--- src/rtl/core/rszb_pkg.sv ---
// rszb_pkg: shared types, register codes and constants for the reverse sensor zone beeper
// no dependencies; imported by every rtl/core module and the checker
`timescale 1ns / 1ps

package rszb_pkg;

	localparam int unsigned TICKS_PER_US_DEF = 3;
	localparam int unsigned CM_DIVISOR       = 58;

	localparam int unsigned STAMP_W    = 16;
	localparam int unsigned DIST_W     = 9;
	localparam int unsigned MS_W       = 16;
	localparam int unsigned CFG_IDX_W  = 3;
	localparam int unsigned CFG_DATA_W = 16;

	localparam logic [DIST_W-1:0] DIST_MAX = 9'd511;

	typedef enum logic [1:0] {
		ZONE_FAR   = 2'd0,
		ZONE_NEAR  = 2'd1,
		ZONE_VNEAR = 2'd2,
		ZONE_STOP  = 2'd3
	} zone_t;

	typedef enum logic [CFG_IDX_W-1:0] {
		REG_FAR_LIMIT   = 3'd0,
		REG_NEAR_LIMIT  = 3'd1,
		REG_VNEAR_LIMIT = 3'd2,
		REG_FAR_BEEP    = 3'd3,
		REG_NEAR_BEEP   = 3'd4,
		REG_VNEAR_BEEP  = 3'd5,
		REG_GAP         = 3'd6
	} cfg_reg_t;

	typedef struct packed {
		logic [DIST_W-1:0] far_limit;
		logic [DIST_W-1:0] near_limit;
		logic [DIST_W-1:0] vnear_limit;
		logic [MS_W-1:0]   far_beep;
		logic [MS_W-1:0]   near_beep;
		logic [MS_W-1:0]   vnear_beep;
		logic [MS_W-1:0]   gap;
	} cfg_t;

	localparam cfg_t CFG_RESET = '{
		far_limit:   9'd25,
		near_limit:  9'd18,
		vnear_limit: 9'd10,
		far_beep:    16'd500,
		near_beep:   16'd300,
		vnear_beep:  16'd100,
		gap:         16'd100
	};

	typedef struct packed {
		logic blue;
		logic green;
		logic red;
		logic buz;
	} pins_t;

	// led pattern at cycle start, buzzer always on
	function automatic pins_t zone_pins(input zone_t z);
		pins_t p;
		p.buz = 1'b1;
		unique case (z)
			ZONE_FAR: begin
				p.red = 1'b1; p.green = 1'b1; p.blue = 1'b0;
			end
			ZONE_NEAR: begin
				p.red = 1'b1; p.green = 1'b0; p.blue = 1'b1;
			end
			ZONE_VNEAR: begin
				p.red = 1'b0; p.green = 1'b0; p.blue = 1'b1;
			end
			default: begin
				p.red = 1'b0; p.green = 1'b1; p.blue = 1'b1;
			end
		endcase
		return p;
	endfunction

endpackage

--- src/rtl/core/rszb_echo.sv ---
// rszb_echo: pairs rising/falling capture edges and converts echo width to centimeters
// depends on rszb_pkg
`timescale 1ns / 1ps

module rszb_echo #(
	parameter int unsigned TICKS_PER_US = rszb_pkg::TICKS_PER_US_DEF
) (
	input  logic                          clk,
	input  logic                          arst_n,
	input  logic                          edge_fire,
	input  logic [rszb_pkg::STAMP_W-1:0]  edge_time,
	output logic [rszb_pkg::DIST_W-1:0]   distance
);
	import rszb_pkg::*;

	// floor(floor(w/T)/58) == floor(w/(58*T)); reciprocal exact for 16-bit w
	localparam int unsigned     DIV     = CM_DIVISOR * TICKS_PER_US;
	localparam int unsigned     SHIFT   = STAMP_W + $clog2(DIV);
	localparam longint unsigned RECIP   = ((64'd1 << SHIFT) + DIV - 1) / DIV;
	localparam int unsigned     RECIP_W = STAMP_W + 2;
	localparam int unsigned     PROD_W  = STAMP_W + RECIP_W;
	localparam logic [RECIP_W-1:0] RECIP_C = RECIP[RECIP_W-1:0];

	logic                 expect_rise_q;
	logic [STAMP_W-1:0]   rise_q;
	logic [DIST_W-1:0]    distance_q;

	logic [STAMP_W-1:0]   echo_width;
	logic [PROD_W-1:0]    product;
	logic [PROD_W-1:0]    shifted;
	logic [STAMP_W-1:0]   quot;
	logic [DIST_W-1:0]    dist_new;

	always_comb begin
		echo_width = edge_time - rise_q;
		product    = {{RECIP_W{1'b0}}, echo_width} * {{STAMP_W{1'b0}}, RECIP_C};
		shifted    = product >> SHIFT;
		quot       = shifted[STAMP_W-1:0];
		if (quot > {{(STAMP_W-DIST_W){1'b0}}, DIST_MAX}) begin
			dist_new = DIST_MAX;
		end else begin
			dist_new = quot[DIST_W-1:0];
		end
	end

	always_ff @(posedge clk or negedge arst_n) begin
		if (!arst_n) begin
			expect_rise_q <= 1'b1;
			rise_q        <= '0;
			distance_q    <= '0;
		end else if (edge_fire) begin
			expect_rise_q <= ~expect_rise_q;
			if (expect_rise_q) begin
				rise_q <= edge_time;
			end else begin
				distance_q <= dist_new;
			end
		end
	end

	assign distance = distance_q;

endmodule

--- src/rtl/core/rszb_seq.sv ---
// rszb_seq: millisecond tick sequencer, zone classification and pin levels
// depends on rszb_pkg
`timescale 1ns / 1ps

module rszb_seq (
	input  logic                         clk,
	input  logic                         arst_n,
	input  logic                         tick,
	input  rszb_pkg::cfg_t               cfg,
	input  logic [rszb_pkg::DIST_W-1:0]  distance,
	output rszb_pkg::zone_t              zone,
	output rszb_pkg::pins_t              pins
);
	import rszb_pkg::*;

	logic             tone_q;
	logic [MS_W-1:0]  ms_left_q;
	zone_t            zone_q;
	pins_t            pins_q;

	logic             tone_d;
	logic [MS_W-1:0]  ms_left_d;
	logic [MS_W-1:0]  ms_dec;
	zone_t            zone_d;
	zone_t            zone_cls;
	pins_t            pins_d;
	logic [MS_W-1:0]  beep_ms;

	// cascade: far first, then near, then very near
	always_comb begin
		if (distance > cfg.far_limit) begin
			zone_cls = ZONE_FAR;
			beep_ms  = cfg.far_beep;
		end else if (distance > cfg.near_limit) begin
			zone_cls = ZONE_NEAR;
			beep_ms  = cfg.near_beep;
		end else if (distance > cfg.vnear_limit) begin
			zone_cls = ZONE_VNEAR;
			beep_ms  = cfg.vnear_beep;
		end else begin
			zone_cls = ZONE_STOP;
			beep_ms  = cfg.gap;
		end
	end

	always_comb begin
		ms_dec    = (ms_left_q != '0) ? ms_left_q - 1'b1 : '0;
		tone_d    = tone_q;
		ms_left_d = ms_dec;
		zone_d    = zone_q;
		pins_d    = pins_q;
		if (ms_dec == '0) begin
			if (tone_q) begin
				tone_d    = 1'b0;
				ms_left_d = cfg.gap;
				if (zone_q != ZONE_STOP) begin
					pins_d.buz = 1'b0;
				end
			end else begin
				// new cycle; stop zone goes straight into the gap
				zone_d    = zone_cls;
				pins_d    = zone_pins(zone_cls);
				ms_left_d = beep_ms;
				tone_d    = (zone_cls != ZONE_STOP);
			end
		end
	end

	always_ff @(posedge clk or negedge arst_n) begin
		if (!arst_n) begin
			tone_q    <= 1'b0;
			ms_left_q <= '0;
			zone_q    <= ZONE_STOP;
			pins_q    <= '0;
		end else if (tick) begin
			tone_q    <= tone_d;
			ms_left_q <= ms_left_d;
			zone_q    <= zone_d;
			pins_q    <= pins_d;
		end
	end

	assign zone = zone_q;
	assign pins = pins_q;

endmodule

--- src/rtl/core/reverse_sensor_zone_beeper.sv ---
// reverse_sensor_zone_beeper: top level with config registers, handshake and result register
// depends on rszb_pkg, rszb_echo, rszb_seq
`timescale 1ns / 1ps

// a result is valid in the cycle after its input transfer
// throughput: one item per cycle while out_ready stays high, a new item is taken while a result is being taken
// the state registers of rszb_echo and rszb_seq are the result register
// reset: asynchronous, clears the echo pairing, distance 0, zone stop, all pins low,
// config registers back to their defaults, no result pending

module reverse_sensor_zone_beeper #(
	parameter int unsigned TICKS_PER_US = rszb_pkg::TICKS_PER_US_DEF
) (
	input  logic                            clk,
	input  logic                            arst_n,
	// item channel
	input  logic                            in_valid,
	output logic                            in_ready,
	input  logic                            func,
	input  logic [rszb_pkg::STAMP_W-1:0]    edge_time,
	// result channel
	output logic                            out_valid,
	input  logic                            out_ready,
	output logic [rszb_pkg::DIST_W-1:0]     distance_cm,
	output logic [1:0]                      zone,
	output logic                            buzzer_on,
	output logic                            red_pin,
	output logic                            green_pin,
	output logic                            blue_pin,
	// config write port
	input  logic                            cfg_we,
	input  logic [rszb_pkg::CFG_IDX_W-1:0]  cfg_addr,
	input  logic [rszb_pkg::CFG_DATA_W-1:0] cfg_wdata
);
	import rszb_pkg::*;

	cfg_t   cfg_q;
	logic   out_valid_q;
	logic   in_xfer;
	zone_t  zone_cur;
	pins_t  pins_cur;

	// state only moves on a transfer, and a transfer only happens when the
	// result slot is empty or being emptied, so state doubles as the result
	assign in_ready = ~out_valid_q | out_ready;
	assign in_xfer  = in_valid & in_ready;

	always_ff @(posedge clk or negedge arst_n) begin
		if (!arst_n) begin
			out_valid_q <= 1'b0;
		end else if (in_xfer) begin
			out_valid_q <= 1'b1;
		end else if (out_ready) begin
			out_valid_q <= 1'b0;
		end
	end

	// config registers, unknown index ignored
	always_ff @(posedge clk or negedge arst_n) begin
		if (!arst_n) begin
			cfg_q <= CFG_RESET;
		end else if (cfg_we) begin
			unique case (cfg_reg_t'(cfg_addr))
				REG_FAR_LIMIT:   cfg_q.far_limit   <= cfg_wdata[DIST_W-1:0];
				REG_NEAR_LIMIT:  cfg_q.near_limit  <= cfg_wdata[DIST_W-1:0];
				REG_VNEAR_LIMIT: cfg_q.vnear_limit <= cfg_wdata[DIST_W-1:0];
				REG_FAR_BEEP:    cfg_q.far_beep    <= cfg_wdata[MS_W-1:0];
				REG_NEAR_BEEP:   cfg_q.near_beep   <= cfg_wdata[MS_W-1:0];
				REG_VNEAR_BEEP:  cfg_q.vnear_beep  <= cfg_wdata[MS_W-1:0];
				REG_GAP:         cfg_q.gap         <= cfg_wdata[MS_W-1:0];
				default: ;
			endcase
		end
	end

	// edge transfers feed the echo timer, tick transfers the sequencer
	rszb_echo #(
		.TICKS_PER_US (TICKS_PER_US)
	) u_echo (
		.clk       (clk),
		.arst_n    (arst_n),
		.edge_fire (in_xfer & ~func),
		.edge_time (edge_time),
		.distance  (distance_cm)
	);

	rszb_seq u_seq (
		.clk      (clk),
		.arst_n   (arst_n),
		.tick     (in_xfer & func),
		.cfg      (cfg_q),
		.distance (distance_cm),
		.zone     (zone_cur),
		.pins     (pins_cur)
	);

	assign out_valid = out_valid_q;
	assign zone      = zone_cur;
	assign buzzer_on = pins_cur.buz;
	assign red_pin   = pins_cur.red;
	assign green_pin = pins_cur.green;
	assign blue_pin  = pins_cur.blue;

endmodule

--- config.mk ---
export PLATFORM = sky130hd
export DESIGN_NAME = reverse_sensor_zone_beeper
export DESIGN_NICKNAME = d
export VERILOG_FILES = /design/src/rtl/core/rszb_pkg.sv /design/src/rtl/core/rszb_echo.sv /design/src/rtl/core/rszb_seq.sv /design/src/rtl/core/reverse_sensor_zone_beeper.sv
export SDC_FILE = /design/constraint.sdc
export NUM_CORES = 1
export LEC_CHECK = 0
export ABC_CLOCK_PERIOD_IN_PS = 8400
export BUFFER_PORTS_ARGS = -buffer_cell sky130_fd_sc_hd__buf_2
export CAP_MARGIN = 20
export CORE_MARGIN = 2
export CORE_UTILIZATION = 60
export DETAILED_ROUTE_END_ITERATION = 8
export GPL_TIMING_DRIVEN = 0
export PLACE_DENSITY = 0.78
export SETUP_SLACK_MARGIN = 0.3
export SYNTH_ARGS = -nofsm -noshare
export SYNTH_HDL_FRONTEND = slang
export SYNTH_HIERARCHICAL = 1
export SYNTH_SLANG_ARGS = --single-unit
export TNS_END_PERCENT = 50
--- constraint.sdc ---
create_clock -name clk -period 8.4 [get_ports clk]
set_clock_uncertainty 0.2 [all_clocks]
set_input_delay 1.68 -clock clk [delete_from_list [all_inputs] [get_ports clk]]
set_output_delay 1.68 -clock clk [all_outputs]
set_load 0.1 [all_outputs]
==> summary.md <==
| Metric | Value |
|---|---|
| Slew @ Worst Pin | a little over 1 ns |
| Fillers | 1,403 |
| Syn Inst Count | 1,210 |
| # port buffers | 53 |
| F_max | around 120 MHz |
| Cell depth of the worst setup path | 33 |
| Synth-to-Final Area Change | 16.7% |
| Crit. End Element | flip-flop |
| Critical Path Start Type | primary input |
| Non-Filler Cell Area, Final | 14,600 sq um |
| Setup TNS | 0 ns |
| Htree depth | 4 |
| Final period util | a little over nine tenths |
| Wire per inst | about 20 um |
| Synth unique cells | 85 |
| CTS tree | done |
| RR Endpoint | u_echo/distance[5] |
| DRC | 0 |
| Critical Path End | u_echo/distance[5] |
| Critical-path maximum fanout | 4 |
| Cells on worst reg2reg path | 31 |
| CTS buffer count | 17 |
| Nets | 1,608 |
| Share of layout cells above drive strength 1 | roughly 28% |
| Vias | 9,550 |
| Global route overflow | 0 |
| Asr flop ratio synth | 100% |
| Synth area leaders | dfrtp_1, ha_1, fa_1 |
| Critical-path top delay cell | fa_2 |
| Fin. Hold Viols | 0 |
| Clock slew at reported path FFs | 0.07 ns |
| Via density | between 5 and 6 |
| FF+latch count, synth | 141 |
| Register area share after synthesis | 28.5% |
| Syn_area_per_cell | around 10 sq um |
| Worst slew margin | 32.4% |
| EDFF count, synth | 0 |
| Drt initial violations | 596 |
| First-pass GRT wire length | between 40,000 and 50,000 um |
| Inserted Diodes | 0 |
| Core area | 20,300 sq um |
| GP Congestion | 0.944 |
| Delay-heaviest family, CP | adder cells |
| Die area | 22,000 sq um |
| HP Class | reg -> reg |
| R2R Setup Slk | ~1.1 ns |
| Width of the die | 148 um |
| Num Clock Sinks | 141 |
| Yosys warns | 6 |
| Crit path arrival time | 8.38 ns |
| Cts hold-fix bufs | 0 |
| Top cell type's share of synthesized area | 23.0% |
| Final wirelength | 32,300 um |
| Setup violators final | 0 |
| MaxCap Viol Count | 0 |
| Cell Rows | 52 |
| RSZ-0062 raised after global routing | true |
| Critical Setup Path Class | in -> reg |
| Top FF cell, synth | dfrtp_1 |
| IO Count | 58 |
| Largest net degree at the start of global routing | 100 |
| Most instantiated cells after synthesis | inv_1, ha_1, dfrtp_1, mux2_2, fa_1 |
| Final worst path period need | 8.27 ns |
| R2r startpoint | u_echo/rise_q[2] |
| Detailed placement HPWL | 22,600 um |
| Antenna viol nets, final | 0 |
| Clock Tree Root | clkbuf_16 |
| Gr usage total | 28.7% |
| Placed Area | 13,200 sq um |
| Clock Path Buffers | 2 |
| CP required | around 8.5 ns |
| Outcome | complete, no violations |
| Final Slew Violations | 0 |
| Initial Util | about 62% |
| Largest stage delay, worst path | ~0.54 ns |
| Buf/Inv on CP | 8 |
| Vias in the first global route | roughly 10,000 |
| Initial antenna violation count | 0 |
| Clock Latency Late Sink | 0.43 ns |
| Worst setup path start | edge_time[0] |
| 1st-pass router iterations | 5 |
| Die height | approximately 150 um |
| Post-synth net total | 1,502 |
| Post-synth top area cell | dfrtp_1 |
| Cell area after synthesis | 12,500 sq um |
| Count leader, synth | inv_1 |
==> worst register-to-register path, delay by kind of cell (launching register included) <==
family                   cells  cell delay (ns)
XOR/XNOR                     2             0.35
adder cells (fa/ha/maj)      8             3.01
flip-flops                   1             0.38
buffers and inverters        7             0.54
AO/OA/AOI/OAI               10             1.97
AND/OR/NAND/NOR              4             0.73
==> cell usage in the layout, fill, tap and decap left out, types with 20 or more instances in the layout <==
master / netlist / routed
buf_4: 1 / 29
mux2_2: 108 / 108
inv_1: 217 / 207
ha_1: 172 / 152
dfstp_2: 26 / 26
nand2_1: 54 / 52
buf_2: 10 / 62
fa_1: 79 / 72
nor2_1: 42 / 41
a21oi_1: 43 / 32
dfrtp_1: 115 / 115
nor3_1: 21 / 20
o21ai_0: 35 / 31
==> sequential cells by signal (all words and copies together), names as in the netlist <==
register              cells
cfg_q                    91
out_valid                 1
u_echo/distance           9
u_echo/expect_rise_q      1
u_echo/rise_q            16
u_seq/ms_left_q          16
u_seq/pins                4
u_seq/tone_q              1
u_seq/zone                2
==> worst min path at each step <==
stage | from | endpoint | slack (ns) | cells past startpoint
6_report | u_seq/zone[1] | u_seq/zone[1] | 0.27 | 2
3_3_place_gp | u_seq/pins[3] | u_seq/pins[3] | 0.26 | 2
3_5_place_dp | u_seq/zone[1] | u_seq/zone[1] | 0.27 | 2
5_1_grt | u_seq/zone[1] | u_seq/zone[1] | 0.31 | 2
2_1_floorplan | u_echo/rise_q[0] | u_echo/rise_q[0] | 0.25 | 2
4_1_cts | u_seq/zone[1] | u_seq/zone[1] | 0.28 | 2
==> per-layer routing <==
layer	GRT usage, %	wire length [um]	up-vias	share of wire (%)
li1	-	-	4420	-
met1	35.2	13000	4705	40
met2	50.4	16600	341	51
met3	4.66	1420	84	4.4
met4	11.8	1210	0	3.7
met5	0	0	-	0
==> logic make-up after synthesis <==
family                   Yosys count  synth area share [%]
AO/OA/AOI/OAI                    216                  12.2
XOR/XNOR                          28                  2.08
AND/OR/NAND/NOR                  218                  9.63
adder cells (fa/ha/maj)          251                  29.9
multiplexers                     111                  9.99
buffers and inverters            245                  7.63
flip-flops                       141                  28.5
==> layout make-up <==
cell class,count,area [sq um],share of cell area (%)
multi-input cells,824,8580,58.9
repair buffers,87,574,3.94
clock inverters,13,120,0.824
inverters,217,817,5.61
plain buffers,28,138,0.945
clock buffers,19,443,3.04
flip-flops and latches,141,3560,24.4
well taps,270,338,2.32
==> per-stage QoR <==
step	hold slack (ns)	util, %	setup WS, ns	std cells
finish	0.274	71.8	0.134	1599
global placement	0.257	64.7	-0.704	1533
CTS	0.279	70.2	0.297	1586
detailed placement	0.270	64.8	-0.819	1535
global route	0.308	71.8	-0.0293	1599
floorplan	0.254	-	0.331	1210
==> repair_timing <==
action	CTS	global route
pin swaps	37	44
resized for setup	60	39
setup buffers	19	12
setup endpoints to repair	9	9
Power is not shown: default switching activity piles up to over one toggle a cycle in this logic, so the estimate is an artifact.
